[src/rtl/cprq_pkg.sv]
// Shared types and codes for the clock page replacement queue.
package cprq_pkg;

  // Operation codes carried on in_tuser
  localparam logic [1:0] OP_INSERT = 2'd0;
  localparam logic [1:0] OP_REMOVE = 2'd1;
  localparam logic [1:0] OP_REF    = 2'd2;

  // Width of the page number field on the ports
  localparam int unsigned PORT_PAGE_BITS = 20;

  // Per-cell command from the queue controller
  typedef struct packed {
    logic shift;    // take page and reference bit from the next cell
    logic load;     // take the request page, reference bit clear
    logic set_ref;  // mark the held page referenced
    logic clr_ref;  // clear the reference bit (vacated tail)
  } cell_ctl_t;

endpackage

[src/rtl/cprq_cell.sv]
// One queue slot: a page number, its reference bit and a match compare.
module cprq_cell
  import cprq_pkg::*;
#(
  parameter int unsigned PAGE_BITS = 20
) (
  input  logic                 clk,
  input  logic                 rst_n,
  input  cell_ctl_t            ctl,
  input  logic [PAGE_BITS-1:0] key_page,
  input  logic [PAGE_BITS-1:0] nbr_page,
  input  logic                 nbr_ref,
  output logic [PAGE_BITS-1:0] page_o,
  output logic                 ref_o,
  output logic                 match_o
);

  logic [PAGE_BITS-1:0] page_r;
  logic                 ref_r;

  // Load or shift the page; no reset needed on payload
  always_ff @(posedge clk) begin
    if (ctl.load) begin
      page_r <= key_page;
    end else if (ctl.shift) begin
      page_r <= nbr_page;
    end
  end

  // Update the reference bit
  always_ff @(posedge clk) begin
    if (!rst_n) begin
      ref_r <= 1'b0;
    end else if (ctl.load || ctl.clr_ref) begin
      ref_r <= 1'b0;
    end else if (ctl.shift) begin
      ref_r <= nbr_ref;
    end else if (ctl.set_ref) begin
      ref_r <= 1'b1;
    end
  end

  assign page_o  = page_r;
  assign ref_o   = ref_r;
  assign match_o = (page_r == key_page);

endmodule

[src/rtl/clock_page_replacement_queue.sv]
// Clock page replacement queue: controller and a row of page cells.
//
// Usage: requests arrive on the in_ channel (opcode on in_tuser, page number
// on in_tdata) and each produces exactly one result on the out_ channel
// (evict_valid and status on out_tuser, evicted page and occupancy on
// out_tdata). Cell 0 always holds the oldest page; the queue is kept packed
// toward cell 0, so a rotation or a removal shifts the row by one cell.
// A remove or reference scans the occupied cells from cell 0 until it finds
// the page or passes the last one; an insert into a full queue first moves
// each referenced page at cell 0 to the tail with its reference bit cleared,
// then evicts the first unreferenced page. An insert into a non-full queue,
// a remove or reference on an empty queue and an unused opcode need no scan.
// The row handles one request at a time: in_tready is high only while idle,
// so the next request can be taken in the cycle after the result enters
// the output register. A finished result waits in the output register while
// the receiver stalls; the controller holds the next result, and with it the
// input, until that register is free. Synchronous reset empties the queue
// and clears every reference bit; page contents are left as they are.
module clock_page_replacement_queue
  import cprq_pkg::*;
#(
  parameter int unsigned CLOCK_DEPTH = 8,
  parameter int unsigned PAGE_BITS   = 20
) (
  input  logic        clk,
  input  logic        rst_n,
  input  logic        in_tvalid,
  output logic        in_tready,
  input  logic [23:0] in_tdata,   // [19:0] page_number, [23:20] zero
  input  logic [1:0]  in_tuser,   // [1:0] opcode
  output logic        out_tvalid,
  input  logic        out_tready,
  output logic [23:0] out_tdata,  // [19:0] evicted_page, [23:20] occupancy
  output logic [1:0]  out_tuser   // [0] evict_valid, [1] status
);

  localparam int unsigned CW = $clog2(CLOCK_DEPTH + 1);
  localparam int unsigned IW = (CLOCK_DEPTH > 1) ? $clog2(CLOCK_DEPTH) : 1;
  localparam int unsigned KB = (PAGE_BITS < PORT_PAGE_BITS) ? PAGE_BITS : PORT_PAGE_BITS;
  localparam logic [CW-1:0] FULL = CW'(CLOCK_DEPTH);

  localparam logic [2:0] S_IDLE  = 3'd0;
  localparam logic [2:0] S_EXEC  = 3'd1;
  localparam logic [2:0] S_SCAN  = 3'd2;
  localparam logic [2:0] S_EVICT = 3'd3;
  localparam logic [2:0] S_DONE  = 3'd4;

  logic [2:0]           state_r, state_nxt;
  logic [1:0]           op_r;
  logic [PAGE_BITS-1:0] key_r;
  logic [CW-1:0]        count_r, count_nxt;
  logic [IW-1:0]        idx_r, idx_nxt;
  logic                 res_evict_r, res_evict_nxt;
  logic                 res_status_r, res_status_nxt;
  logic [PAGE_BITS-1:0] res_page_r, res_page_nxt;
  logic                 out_tvalid_r;
  logic [PORT_PAGE_BITS-1:0] out_page_r;
  logic                 out_evict_r, out_status_r;
  logic [3:0]           out_occ_r;

  logic [PAGE_BITS-1:0] cell_page [CLOCK_DEPTH];
  logic                 cell_ref  [CLOCK_DEPTH];
  logic [CLOCK_DEPTH-1:0] match_vec;
  cell_ctl_t            cell_ctl  [CLOCK_DEPTH];

  // Row-wide commands decided by the controller
  logic                 do_load, do_rotate, do_evict, do_remove, do_setref;
  logic [PAGE_BITS-1:0] tail_page;
  logic                 in_acc, push;

  assign in_acc    = in_tvalid && in_tready;
  assign in_tready = (state_r == S_IDLE);
  assign push      = (state_r == S_DONE) && (!out_tvalid_r || out_tready);
  assign tail_page = do_rotate ? cell_page[0] : key_r;

  // Cell row
  for (genvar i = 0; i < CLOCK_DEPTH; i++) begin : g_cell
    localparam logic [CW-1:0] POS = CW'(i);
    logic [PAGE_BITS-1:0] nbr_page;
    logic                 nbr_ref;

    if (i == CLOCK_DEPTH - 1) begin : g_tail
      assign nbr_page = tail_page;
      assign nbr_ref  = 1'b0;
    end else begin : g_mid
      assign nbr_page = cell_page[i+1];
      assign nbr_ref  = cell_ref[i+1];
    end

    always_comb begin
      cell_ctl[i].load    = do_load && (POS == count_r);
      cell_ctl[i].shift   = do_rotate || do_evict ||
                            (do_remove && (POS >= CW'(idx_r)) && (POS + 1'b1 < count_r));
      cell_ctl[i].clr_ref = do_remove && (POS + 1'b1 == count_r);
      cell_ctl[i].set_ref = do_setref && (IW'(i) == idx_r);
    end

    cprq_cell #(.PAGE_BITS(PAGE_BITS)) u_cell (
      .clk      (clk),
      .rst_n    (rst_n),
      .ctl      (cell_ctl[i]),
      .key_page (key_r),
      .nbr_page (nbr_page),
      .nbr_ref  (nbr_ref),
      .page_o   (cell_page[i]),
      .ref_o    (cell_ref[i]),
      .match_o  (match_vec[i])
    );
  end

  // Sequence one request through the row
  always_comb begin
    state_nxt      = state_r;
    count_nxt      = count_r;
    idx_nxt        = idx_r;
    res_evict_nxt  = res_evict_r;
    res_status_nxt = res_status_r;
    res_page_nxt   = res_page_r;
    do_load        = 1'b0;
    do_rotate      = 1'b0;
    do_evict       = 1'b0;
    do_remove      = 1'b0;
    do_setref      = 1'b0;
    unique case (state_r)
      S_IDLE: begin
        if (in_acc) begin
          state_nxt = S_EXEC;
        end
      end
      S_EXEC: begin
        res_evict_nxt  = 1'b0;
        res_status_nxt = 1'b0;
        res_page_nxt   = '0;
        idx_nxt        = '0;
        state_nxt      = S_DONE;
        if (op_r == OP_INSERT) begin
          if (count_r == FULL) begin
            state_nxt = S_EVICT;
          end else begin
            do_load   = 1'b1;
            count_nxt = count_r + 1'b1;
          end
        end else if (op_r == OP_REMOVE || op_r == OP_REF) begin
          if (count_r == '0) begin
            res_status_nxt = 1'b1;
          end else begin
            state_nxt = S_SCAN;
          end
        end
      end
      S_EVICT: begin
        if (cell_ref[0]) begin
          do_rotate = 1'b1;
        end else begin
          do_evict      = 1'b1;
          res_evict_nxt = 1'b1;
          res_page_nxt  = cell_page[0];
          state_nxt     = S_DONE;
        end
      end
      S_SCAN: begin
        if (match_vec[idx_r]) begin
          state_nxt = S_DONE;
          if (op_r == OP_REMOVE) begin
            do_remove = 1'b1;
            count_nxt = count_r - 1'b1;
          end else begin
            do_setref = 1'b1;
          end
        end else if (CW'(idx_r) + 1'b1 == count_r) begin
          res_status_nxt = 1'b1;
          state_nxt      = S_DONE;
        end else begin
          idx_nxt = idx_r + 1'b1;
        end
      end
      S_DONE: begin
        if (push) begin
          state_nxt = S_IDLE;
        end
      end
      default: state_nxt = S_IDLE;
    endcase
  end

  // Control registers
  always_ff @(posedge clk) begin
    if (!rst_n) begin
      state_r      <= S_IDLE;
      count_r      <= '0;
      out_tvalid_r <= 1'b0;
    end else begin
      state_r <= state_nxt;
      count_r <= count_nxt;
      if (push) begin
        out_tvalid_r <= 1'b1;
      end else if (out_tready) begin
        out_tvalid_r <= 1'b0;
      end
    end
  end

  // Request and result payload registers
  always_ff @(posedge clk) begin
    if (in_acc) begin
      op_r  <= in_tuser;
      key_r <= PAGE_BITS'(in_tdata[KB-1:0]);
    end
    idx_r        <= idx_nxt;
    res_evict_r  <= res_evict_nxt;
    res_status_r <= res_status_nxt;
    res_page_r   <= res_page_nxt;
    if (push) begin
      out_evict_r  <= res_evict_r;
      out_status_r <= res_status_r;
      out_page_r   <= PORT_PAGE_BITS'(res_page_r);
      out_occ_r    <= 4'(count_r);
    end
  end

  assign out_tvalid = out_tvalid_r;
  assign out_tdata  = {out_occ_r, out_page_r};
  assign out_tuser  = {out_status_r, out_evict_r};

  // Occupancy never exceeds the row length
  a_count_bound: assert property (@(posedge clk) disable iff (!rst_n)
    count_r <= FULL)
    else $error("occupancy above queue depth");

  // Eviction only runs on a full queue
  a_evict_full: assert property (@(posedge clk) disable iff (!rst_n)
    state_r == S_EVICT |-> count_r == FULL)
    else $error("eviction on a non-full queue");

  // Scan stays inside the occupied cells
  a_scan_range: assert property (@(posedge clk) disable iff (!rst_n)
    state_r == S_SCAN |-> CW'(idx_r) < count_r)
    else $error("scan past occupied cells");

  // An eviction result leaves the queue full
  a_evict_occ: assert property (@(posedge clk) disable iff (!rst_n)
    push && res_evict_r |-> count_r == FULL)
    else $error("evicting insert left queue not full");

  // A result is pushed only when the output register is free
  a_push_free: assert property (@(posedge clk) disable iff (!rst_n)
    push |-> !out_tvalid_r || out_tready)
    else $error("result overwrote a waiting result");

endmodule
[config.mk]
export PLATFORM = sky130hd
export DESIGN_NAME = clock_page_replacement_queue
export DESIGN_NICKNAME = d
export VERILOG_FILES = /design/src/rtl/cprq_pkg.sv /design/src/rtl/cprq_cell.sv /design/src/rtl/clock_page_replacement_queue.sv
export SDC_FILE = /design/constraint.sdc
export NUM_CORES = 1
export LEC_CHECK = 0
export BUFFER_PORTS_ARGS = -buffer_cell sky130_fd_sc_hd__buf_2
export CORE_MARGIN = 2
export CORE_UTILIZATION = 30
export CTS_CLUSTER_DIAMETER = 30
export DETAILED_ROUTE_END_ITERATION = 10
export SYNTH_ARGS = -nofsm -noshare
export SYNTH_HDL_FRONTEND = slang
export SYNTH_HIERARCHICAL = 1
export SYNTH_SLANG_ARGS = --single-unit
[constraint.sdc]
create_clock -name clk -period 2.8 [get_ports clk]
set_input_delay 0.56 -clock clk [delete_from_list [all_inputs] [get_ports clk]]
set_output_delay 0.56 -clock clk [all_outputs]
set_load 0.03 [all_outputs]
==> results of run 1 <==
==> worst max path at each step <==
stage,start,end,slack [ns]
finish,key_r[3],g_cell[1].u_cell/page_o[13],-0.41
global route,g_cell[7].u_cell/page_o[14],g_cell[1].u_cell/ref_o,-0.52
CTS,key_r[3],g_cell[1].u_cell/ref_o,-0.38
detailed placement,key_r[10],g_cell[0].u_cell/page_o[19],-0.54
global placement,key_r[10],g_cell[0].u_cell/page_o[10],-0.56
floorplan,key_r[10],g_cell[2].u_cell/page_o[0],-0.06
==> synthesized netlist by cell type (16+ instances only) <==
master,instances
and3_1,31
buf_2,18
dfxtp_1,16
edfxtp_1,233
mux2_2,179
nand2_1,16
nand4_1,16
nor2_1,33
nor4_1,25
xnor2_1,67
xor2_1,96
==> worst max-delay path: cells and delay by family, from the launching register on <==
| family | cells | cell delay, ns |
|---|---|---|
| mux | 1 | 0.13 |
| compound gates | 3 | 0.66 |
| buf+inv | 3 | 0.55 |
| flops | 1 | 0.49 |
| simple gates | 4 | 0.91 |
| xor+xnor | 1 | 0.15 |
==> flip-flops by register name, summed over array words and instances (netlist names) <==
name / count
op_r: 2
out_page_r: 20
out_tvalid: 1
g_cell.u_cell/ref_o: 8
idx_r: 3
out_evict_r: 1
out_occ_r: 4
res_page_r: 20
res_status_r: 1
count_r: 4
g_cell.u_cell/page_o: 160
key_r: 20
state_r: 3
out_status_r: 1
res_evict_r: 1
==> cell type report <==
cell class | instances | area (sq um)
Sequential cell | 249 | 7320
Multi-Input combinational cell | 620 | 5670
Fill cell | 3864 | 24600
Clock inverter | 45 | 505
Timing Repair Buffer | 193 | 1590
Inverter | 9 | 33.8
Tap cell | 539 | 674
Clock buffer | 62 | 1450
==> cells by family after synthesis <==
family | after synthesis
AOI/OAI and AO/OA | 41
other | 1
muxes | 186
xor gates and xnor gates | 163
and+or+nand+nor | 201
DFF | 249
adders and majority gates | 10
buffers and inverters | 42
==> layout by cell type (no fill, tap or decap), drive strengths merged, types with 4 or more instances in the layout <==
| master | n |
|---|---|
| nor4 | 27 |
| clkinvlp | 6 |
| a21boi | 4 |
| clkbuf | 62 |
| buf | 191 |
| or2 | 28 |
| a21oi | 14 |
| nand2 | 17 |
| nor4b | 8 |
| o22ai | 4 |
| nand2b | 6 |
| and2 | 8 |
| mux2i | 5 |
| edfxtp | 233 |
| and3 | 31 |
| o21ai | 5 |
| xor2 | 96 |
| inv | 13 |
| nor3 | 14 |
| mux2 | 181 |
| dfxtp | 16 |
| ha | 10 |
| bufinv | 9 |
| clkinv | 26 |
| nand3 | 14 |
| nor2 | 34 |
| xnor2 | 67 |
| nand4 | 16 |
==> per-layer routing <==
metal  share of wire  wire, um
met1            0.46     14300
met4           0.032      1010
met3           0.049      1510
met5               0         0
met2            0.46     14200
==> power by group through the flow <==
| stage | logic [mW] | clock network [mW] | registers [mW] |
|---|---|---|---|
| after floorplan | 0.250 | 0 | 4.30 |
| final | 0.608 | 6.66 | 4.16 |
| after global placement | 0.534 | 0 | 4.22 |
| after detailed placement | 0.541 | 0 | 4.22 |
| after CTS | 0.600 | 6.79 | 4.16 |
| after global routing | 0.660 | 6.97 | 4.16 |
==> metrics by stage <==
step	hold WS, ns	instance area (sq um)	util	setup slack, ns
global placement	0.406	14500	0.346	-0.558
global route	0.150	17200	0.412	-0.522
detailed placement	0.405	14500	0.346	-0.543
floorplan	0.400	12700	-	-0.0600
finish	0.168	17200	0.412	-0.407
CTS	0.140	17200	0.411	-0.376
==> repair_timing <==
| item | 4_1_cts | 5_1_grt |
|---|---|---|
| resized for setup | 66 | 20 |
| pin swaps | 36 | 9 |
| setup endpoints to repair | 175 | 184 |
| setup buffers | 18 | 7 |
| gates cloned | 25 | 1 |
==> summary.md, run 1 <==
| Metric | Value |
|---|---|
| Number of global-route vias before repair | approximately 8.4k |
| Result of the run | finished with violations |
| Reg2reg path depth | 12 |
| Number of ports placed on the die boundary | between 50 and 60 |
| Synthesized area per cell | 14.2 sq um |
| Violations in the final reports | setup timing |
| Number of DRC violations after detailed-routing iteration 0 | 411 |
| Number of library cell types mapped by synthesis | 57 |
| Area contributors post-synth | edfxtp_1 55%, mux2_2 16%, xor2_1 6.6% |
| Min Clock Period, post-route | about 3.2 ns |
| Met1 global-route usage | 0.192 |
| Number of vias after detailed routing | 7986 |
| Most used routing layer in global routing | met2 |
| Leading area contributor after synthesis | edfxtp_1 |
| Largest family of logic cells by synthesized area | multiplexers |
| Clock Latency Late Sink | 0.57 ns |
| Critical Path Start Type | register |
| Cell Count Post-Placement | 1565 |
| Power Density | 663 nW/um^2 |
| Total global routing overflow | 0 |
| Transition at the pin with the smallest max-transition slack | 0.576 ns |
| Area fraction of the dominant cell type after synthesis | 0.552 |
| Area share of and/or/nand/nor cells after synthesis | 0.0956 |
| Number of sinks handled by clock tree synthesis | 249 |
| Clock skew | 0.0168 ns |
| Cell depth of the worst min-delay path | 1 |
| Xor/xnor share of the synthesized area | 0.113 |
| H-tree depth reported by CTS | 2 |
| Number of I/O port buffers | 53 |
| Number of maximum-capacitance constraint violations | 0 |
| Internal power | roughly 8.9 mW |
| Hold EP | key_r[4] |
| Max-slew violation count | 0 |
| Adder and majority gate portion of the synthesized area | 0.00987 |
| Worst reg2reg path endpoint | g_cell[1].u_cell/page_o[13] |
| RSZ-0062 raised after global routing | yes |
| Startpoint-to-endpoint class of the critical path | register to register |
| Part of the power in registers | 0.364 |
| Setup slack after layout | -0.407 ns |
| Total routing usage reported by global routing | 0.142 |
| Layout cell share with drive strength beyond 1 | 0.473 |
| Clk network pwr share | 0.583 |
| Hold_sp | in_tdata[4] |
| Leak | roughly 6.3 nW |
| Die span in y | 210 um |
| Number of synthesized flops with an enable pin | 233 |
| Overall power of the completed layout | 11.4 mW |
| Worst Path Required | 3.07 ns |
| HPWL reported at the end of detailed placement | 19.7 mm |
| #FFs+latches synth | 249 |
| Routability cong. | 0.822 |
| Clock buffers created by TritonCTS | 57 |
| Comb pwr share | 0.053 |
| Core Area | roughly 42000 sq um |
| Period utilization | 1.15 |
| Worst VDD drop | 0.530 mV |
| Cells traversed along the worst timing path | buf_12 -> xor2_1 -> nor4_1 -> nand3_1 -> nor3_2 -> mux2i_2 -> o22ai_2 -> o21bai_2 -> buf_4 -> o41ai_4 -> buf_4 -> or2_2 |
| Post-synthesis mux area share | 0.165 |
| NetSw | around 2.5 mW |
| Number of antenna violations at the first check in global routing | 0 |
| Sw Ratio | 0.218 |
| Post-Syn Instances | 893 |
| Standard cell with the maximum stage delay on the critical path | edfxtp_1 |
| Quantity of hold-fixing buffers added after cts | 0 |
| Sequential fraction of the synthesis area | 0.577 |
| Relative max-transition margin | 0.615 |
| Area added between synthesis and finish | 36.0% |
| # DRC | 0 |
| Min-delay worst type | primary input to register |
| TritonRoute pass-1 iters | 5 |
| Upper clock frequency limit | between 300 and 400 MHz |
| Total of warnings raised by yosys | 6 |
| Largest net degree at the start of global routing | 26 |
| Syn Std Cell Area | 12700 sq um |
| Worst path arrival time | 3.48 ns |
| DIE AREA | 43900 sq um |
| Initial core utilization | 0.303 |
| Cell at the root of the clock tree | clkbuf_16 |
| DR vias/cell | around 4.7 |
| Clock tree from TritonCTS | built |
| Number of antenna diodes | 0 |
| Wirelength per Cell | 18.0 um |
| Die Width | 210 um |
| Dominant cell type by count on the critical path | buf_4 |
| Post-CTS clock slew at the launch and capture registers of the worst setup and hold paths | 0.05 ns |
| Count of nets left with antenna violations after detail routing | 0 |
| Maximum buffer depth of the clock tree | 3 |
| Synth async-reset ratio | 0 |
| Fin Setup TNS | -45.83 ns |
| Total setup violations reported at the end of the flow | 172 |
| Maximum single-stage delay on the critical path | 0.49 ns |
| Met3 global-route usage | 0.0284 |
| Global-route wire length before repair | a little under 50 mm |
| M2 GR Usage | 0.227 |
| Final nets | 1170 |
| Crit. End Element | register |
| Dominant synthesized flop cell | edfxtp_1 |
| Synth Area in Compound Gates | 0.0227 |
| Post-Syn Nets | between 900 and 1k |
| Crit Path Max Fanout | 6 |
| Crit Reg-Reg Startpoint | key_r[3] |
| # rows | 75 |
| Worst setup slack for register-to-register paths | -0.41 ns |
| Final Hold Vio Count | 0 |
| Number of cells in the finished layout apart from fillers | 1717 |
| Total wirelength of the detailed-routed design | 31.0 mm |
Power figures use the tool's default switching activity.
==> run 2, diff against run 1 <==
SYNTH_HIERARCHICAL = default   (was 1)
==> run 2 against run 1 <==
Net effect:
- critical path depth decreased by 1
- global-route usage increased by 0.91 points
- the flow still finishes with violations (setup timing)
- register-to-register slack improved by 0.18 ns
- core utilization increased by 1.1 points
- sequential share of layout area decreased by 1.0 points
==> summary.md, run 2 <==
| Metric | Value |
|---|---|
| HPWL reported at the end of detailed placement | 22.8 mm |
| Min Clock Period, post-route | around 3.0 ns |
| Die Width | 209 um |
| Post-Syn Nets | 964 |
| Power Density | 718 nW/um^2 |
| H-tree depth reported by CTS | 2 |
| Total wirelength of the detailed-routed design | approximately 34 mm |
| Post-Syn Instances | between 900 and 1k |
| Number of maximum-capacitance constraint violations | 0 |
| Number of sinks handled by clock tree synthesis | between 200 and 250 |
| Clock tree from TritonCTS | built |
| RSZ-0062 raised after global routing | yes |
| Startpoint-to-endpoint class of the critical path | register to register |
| Fin Setup TNS | -25.05 ns |
| Number of DRC violations after detailed-routing iteration 0 | between 600 and 700 |
| Crit Path Max Fanout | 10 |
| DR vias/cell | 4.75 |
| Min-delay worst type | primary input to register |
| Relative max-transition margin | 0.495 |
| Number of global-route vias before repair | about 8.4k |
| Count of nets left with antenna violations after detail routing | 0 |
| #FFs+latches synth | 249 |
| Routability cong. | about 0.86 |
| Global-route wire length before repair | 50.5 mm |
| Ranking of synthesized cells by instance count | 233 x edfxtp_1, 160 x mux2_2, 86 x xnor2_1 |
| Wirelength per Cell | between 15 and 20 um |
| Number of synthesized flops with an enable pin | 233 |
| Upper clock frequency limit | 330 MHz |
| Area added between synthesis and finish | 39.8% |
| Worst path arrival time | 3.37 ns |
| Cell area after layout | 17700 sq um |
| Number of ports placed on the die boundary | 58 |
| Layout cell share with drive strength beyond 1 | 0.471 |
| TritonRoute pass-1 iters | 5 |
| Worst VDD drop | 0.537 mV |
| Sequential fraction of the synthesis area | 0.579 |
| Area fraction of the dominant cell type after synthesis | 0.554 |
| Total routing usage reported by global routing | 0.152 |
| Leak | approximately 6.5 nW |
| Cells traversed along the worst timing path | buf_8 -> xor2_2 -> nor4_2 -> nand4_1 -> nor4_2 -> buf_4 -> or4_4 -> buf_6 -> and4_4 -> a221o_2 -> clkbuf_16 |
| Total global routing overflow | 0 |
| Result of the run | finished with violations |
| Number of antenna diodes | 0 |
| Crit. End Element | register |
| Die span in y | 209 um |
| # rows | 75 |
| Max-slew violation count | 0 |
| Top library cells by usage in the layout, fill and taps aside | 233 x edfxtp_1, 160 x mux2_2, 133 x buf_4, 77 x xnor2_1, 71 x xor2_1 |
| Cell at the root of the clock tree | clkbuf_16 |
| Maximum single-stage delay on the critical path | 0.48 ns |
| Number of library cell types mapped by synthesis | between 50 and 60 |
| Period utilization | 1.08 |
| Max FFs per register | 160 |
| Final Hold Slack | between 0.1 and 0.15 ns |
| Core Area | 41800 sq um |
| Total setup violations reported at the end of the flow | 164 |
| Final Hold Vio Count | 0 |
| Total of warnings raised by yosys | 0 |
| Transition at the pin with the smallest max-transition slack | 0.757 ns |
| Area of placed instances | between 10000 and 15000 sq um |
| Standard cell with the maximum stage delay on the critical path | edfxtp_1 |
| DIE AREA | approximately 44000 sq um |
| Final nets | approximately 1.2k |
| Initial core utilization | 0.303 |
| Largest net degree at the start of global routing | 29 |
| Setup slack after layout | -0.229 ns |
| # DRC | 0 |
| Clock skew | 0.0251 ns |
| Area contributors post-synth | edfxtp_1 55%, mux2_2 14%, xnor2_1 6.0% |
| Number of vias after detailed routing | 8226 |
| Number of antenna violations at the first check in global routing | 0 |
| Leading area contributor after synthesis | edfxtp_1 |
| Violations in the final reports | setup timing |
| Worst Path Required | 3.14 ns |
| Number of I/O port buffers | 53 |
| Most used standard cell by instance count after synthesis | edfxtp_1 |
| Most common library cell in the layout ignoring fill and taps | edfxtp_1 |
| Post-CTS clock slew at the launch and capture registers of the worst setup and hold paths | ~0.050 ns |
| Clock Latency Late Sink | 0.59 ns |
| Clock buffers created by TritonCTS | 61 |
| Synthesized area per cell | between 10 and 15 sq um |
| Synth async-reset ratio | 0 |
| Critical Path Start Type | register |
| Maximum buffer depth of the clock tree | 3 |
| Dominant synthesized flop cell | edfxtp_1 |
| Dominant cell type by count on the critical path | nor4_2 |
| Syn Std Cell Area | approximately 13000 sq um |
[run 2: changes by cell type after synthesis, sizes merged, moves of 8 or more]
| cell | delta |
|---|---|
| nor2 | -18 |
| o21ai | +8 |
| a31oi | +8 |
| or2 | -8 |
| xnor2 | +19 |
| nand2 | +13 |
| mux2 | -21 |
| clkbuf | +39 |
| xor2 | -18 |
| nand4 | +11 |
| o211ai | +8 |
| and3 | -10 |
[run 2: area by class of cell]
class                           instances  area (sq um)
Tap cell                              539           674
Fill cell                            3772         24100
Sequential cell                       249          7320
Clock inverter                         47           636
Clock buffer                           68          1580
Inverter                               11          41.3
Multi-Input combinational cell        585          5320
Timing Repair Buffer                  232          2100
[run 2: logic make-up after synthesis]
group / count (synthesis) / share of synthesized area
DFF: 249 / 0.579
and+or+nand+nor: 170 / 0.0786
xor gates and xnor gates: 164 / 0.114
muxes: 164 / 0.146
buffers and inverters: 90 / 0.0323
AOI/OAI and AO/OA: 77 / 0.0410
adders and majority gates: 10 / 0.00990
[run 2: worst paths after layout]
check                       from                           to  slack [ns]  depth (start not counted)
hold / removal       in_tdata[3]                     key_r[3]        0.15                          1
hold reg to reg   res_page_r[19]               out_page_r[19]        0.42                          0
setup reg to reg        key_r[1]  g_cell[2].u_cell.page_o[11]       -0.23                         11
setup / recovery        key_r[1]  g_cell[2].u_cell.page_o[11]       -0.23                         11
[run 2: worst max-delay path, delay by kind of cell, from the launching register on]
family                    cells  cell delay [ns]
and+or+nand+nor               5             0.92
xor gates and xnor gates      1             0.20
AOI/OAI and AO/OA             1             0.46
DFF                           1             0.48
buffers and inverters         4             0.70
[run 2: through the flow]
stage,cells,power [mW],utilization,setup slack [ns]
global placement,1588,5.14,0.347,-0.347
floorplan,924,4.79,-,-0.447
CTS,1713,12.7,0.410,-0.205
finish,1731,12.7,0.423,-0.229
global route,1731,13.1,0.423,-0.282
detailed placement,1588,5.15,0.347,-0.356
[run 2: routing by layer]
layer  up-vias  wire [um]  track usage  part of all wire
met2       268      15700        0.230              0.46
met1      4019      15900        0.215              0.46
met4         0       1040       0.0581             0.030
li1       3882          -            -                 -
met3        57       1750       0.0278             0.051
met5         -          0            0                 0
[run 2: where the power goes]
part	switching [mW]	internal, mW
clock network	2.25	5.24
registers	0.0545	4.17
logic	0.544	0.427
total	2.85	9.84
[run 2: what timing repair did]
item	CTS	global route
gates resized for setup	44	49
endpoints found under the hold margin	0	0
buffers inserted	6	9
setup endpoints to repair	177	194
gates cloned	5	11
pin swaps	14	22
hold buffers	0	0
==> run 3, diff against run 2 <==
PLACE_DENSITY = 0.52   (was default)
==> run 3 against run 2 <==
Net effect:
- the run still ends with setup timing left
- non-clock buffer count grew 16
- sequential share of layout area grew 0.37 points
- core utilization shrank 0.38 points
- first-iteration DRC count grew 4.0%
- via count grew 0.24%
- worst setup slack lost 0.13 ns
- critical path depth grew 1
- power shrank 6.4%
- register-to-register slack lost 0.13 ns
- critical path type unchanged
- largest cell class unchanged
==> summary.md, run 3 (synthesized netlist as in run 2, its figures left out) <==
| Metric | Value |
|---|---|
| Top library cells by usage in the layout, fill and taps aside | 233 x edfxtp_1, 160 x mux2_2, 149 x buf_4, 80 x xnor2_1, 71 x xor2_1 |
| Clock skew | between 0.04 and 0.05 ns |
| Sum of buffers and inverters on the critical path | 5 |
| DR vias/cell | between 4 and 5 |
| Total routing usage reported by global routing | 0.164 |
| Part of the power in registers | 0.355 |
| Setup slack after layout | -0.363 ns |
| Maximum single-stage delay on the critical path | 0.50 ns |
| Number of antenna diodes | 0 |
| Internal power | 9.12 mW |
| Transition at the pin with the smallest max-transition slack | ~0.8 ns |
| Worst reg2reg path endpoint | g_cell[7].u_cell.page_o[13] |
| Number of filler instances in the final layout | 3837 |
| Number of antenna violations at the first check in global routing | 0 |
| Die span in y | 209 um |
| Endpoint of the most critical setup path | g_cell[7].u_cell.page_o[13] |
| Result of the run | finished with violations |
| Min Clock Period, post-route | about 3.2 ns |
| Violations in the final reports | setup timing |
| Clk network pwr share | 0.560 |
| Critical path depth in cells | 12 |
| Area of combinational cells with multiple inputs | 5330 sq um |
| Final Hold Vio Count | 0 |
| Sw Ratio | 0.232 |
| Routability cong. | 0.866 |
| Total global routing overflow | 0 |
| # DRC | 0 |
| Number of ports placed on the die boundary | 58 |
| Reg2reg path depth | 12 |
| Leak | 6.41 nW |
| TritonRoute pass-1 iters | 5 |
| Cell area after layout | between 15000 and 20000 sq um |
| Count of nets left with antenna violations after detail routing | 0 |
| Register area | 7320 sq um |
| Period utilization | 1.13 |
| Global-route wire length before repair | 53.6 mm |
| Initial core utilization | 0.303 |
| Maximum buffer depth of the clock tree | 3 |
| Largest net degree at the start of global routing | 29 |
| Number of sinks handled by clock tree synthesis | 249 |
| Crit path from | key_r[3] |
| Kind of cell with the highest combined delay on the critical path | simple AND/OR/NAND/NOR gates |
| Upper clock frequency limit | 316 MHz |
| Number of vias after detailed routing | 8246 |
| Power Density | about 680 nW/um^2 |
| Number of global-route vias before repair | 8458 |
| Number of DRC violations after detailed-routing iteration 0 | 704 |
| Worst VDD drop | 0.440 mV |
| NetSw | between 2 and 3 mW |
| Final core utilization | 0.419 |
| Crit Path Max Fanout | 5 |
| RSZ-0062 raised after global routing | yes |
| Wirelength per Cell | 20.6 um |
| Final nets | between 1k and 1.5k |
| Cell at the root of the clock tree | clkbuf_16 |
| H-tree depth reported by CTS | 2 |
| Critical Path Start Type | register |
| Worst path arrival time | 3.48 ns |
| Number of maximum-capacitance constraint violations | 0 |
| Min-delay worst type | primary input to register |
| DIE AREA | 43800 sq um |
| Relative max-transition margin | 0.479 |
| Standard cell with the maximum stage delay on the critical path | edfxtp_1 |
| Layout cell share with drive strength beyond 1 | 0.458 |
| Clock buffers created by TritonCTS | 60 |
| Hold_sp | in_tdata[0] |
| Area of placed instances | 14500 sq um |
| Clock Latency Late Sink | roughly 0.6 ns |
| Worst setup slack for register-to-register paths | -0.36 ns |
| Crit. End Element | register |
| Core Area | 41800 sq um |
| Worst Path Required | 3.11 ns |
| Cells traversed along the worst timing path | buf_6 -> buf_4 -> xnor2_2 -> nand4_1 -> nor3_2 -> a31oi_4 -> nor4_4 -> buf_4 -> buf_6 -> and4_4 -> a311o_2 -> clkbuf_16 |
| Startpoint-to-endpoint class of the critical path | register to register |
| Final Hold Slack | 0.123 ns |
| Clock tree from TritonCTS | built |
| Overall power of the completed layout | 11.9 mW |
| Total wirelength of the detailed-routed design | 35.9 mm |
| Most common library cell in the layout ignoring fill and taps | edfxtp_1 |
| Max FFs per register | 160 |
| Die Width | 209 um |
| Post-CTS clock slew at the launch and capture registers of the worst setup and hold paths | 0.05 ns |
| Comb pwr share | 0.084 |
| Crit Reg-Reg Startpoint | key_r[3] |
| Max-slew violation count | 0 |
| Number of I/O port buffers | between 50 and 60 |
| Area added between synthesis and finish | 38.5% |
| Quantity of hold-fixing buffers added after cts | 0 |
| Total setup violations reported at the end of the flow | around 180 |
| # rows | between 70 and 80 |
| HPWL reported at the end of detailed placement | 24.0 mm |
run 3: cell count changes in the layout (fill, tap and decap cells not counted), moves of 7 or more:
| cell | change |
|---|---|
| nor4_2 | -7 |
| clkbuf_1 | +13 |
| bufinv_16 | -8 |
| buf_4 | +16 |
| clkinv_2 | -7 |
| clkinvlp_4 | -8 |
run 3: layout make-up:
class / count / area share
well taps: 539 / 0.0385
flip-flops and latches: 249 / 0.418
multi-input cells: 585 / 0.304
inverters: 11 / 0.00236
repair buffers: 248 / 0.125
clock inverters: 28 / 0.0179
clock buffers: 82 / 0.0940
run 3: worst min path at each step:
stage	to	slack (ns)	cells past startpoint
floorplan	out_evict_r	0.40	0
global placement	out_page_r[8]	0.40	0
detailed placement	out_page_r[8]	0.41	0
CTS	key_r[0]	0.09	1
global route	key_r[0]	0.10	1
finish	key_r[0]	0.12	1
run 3: per-stage QoR:
stage / cells / setup TNS [ns] / setup slack, ns
after floorplan: 924 / -25.97 / -0.447
after global placement: 1592 / -85.92 / -0.601
after detailed placement: 1592 / -81.17 / -0.552
after CTS: 1727 / -36.62 / -0.338
after global routing: 1742 / -64.60 / -0.461
final: 1742 / -46.07 / -0.363
run 3: timing repair:
action,in CTS,in global routing
resized for setup,43,66
endpoints found under the hold margin,0,0
endpoints found under the setup margin,178,198
gates cloned,6,10
setup buffers,20,13
pin swaps,14,26
run 3: power by group through the flow:
stage / clock network (mW) / registers [mW] / logic (mW)
after detailed placement: 0 / 4.28 / 0.884
after floorplan: 0 / 4.30 / 0.493
after global routing: 6.96 / 4.23 / 1.08
after CTS: 6.78 / 4.22 / 0.952
final: 6.65 / 4.22 / 1.00
after global placement: 0 / 4.28 / 0.880
run 3: routing by layer:
layer,part of all wire,wire length [um],GRT usage,vias to the layer above
met4,0.021,762,0.0532,0
met1,0.47,17000,0.232,4059
met3,0.044,1570,0.0287,53
met2,0.46,16500,0.254,212
met5,0,0,0,-
li1,-,-,-,3922
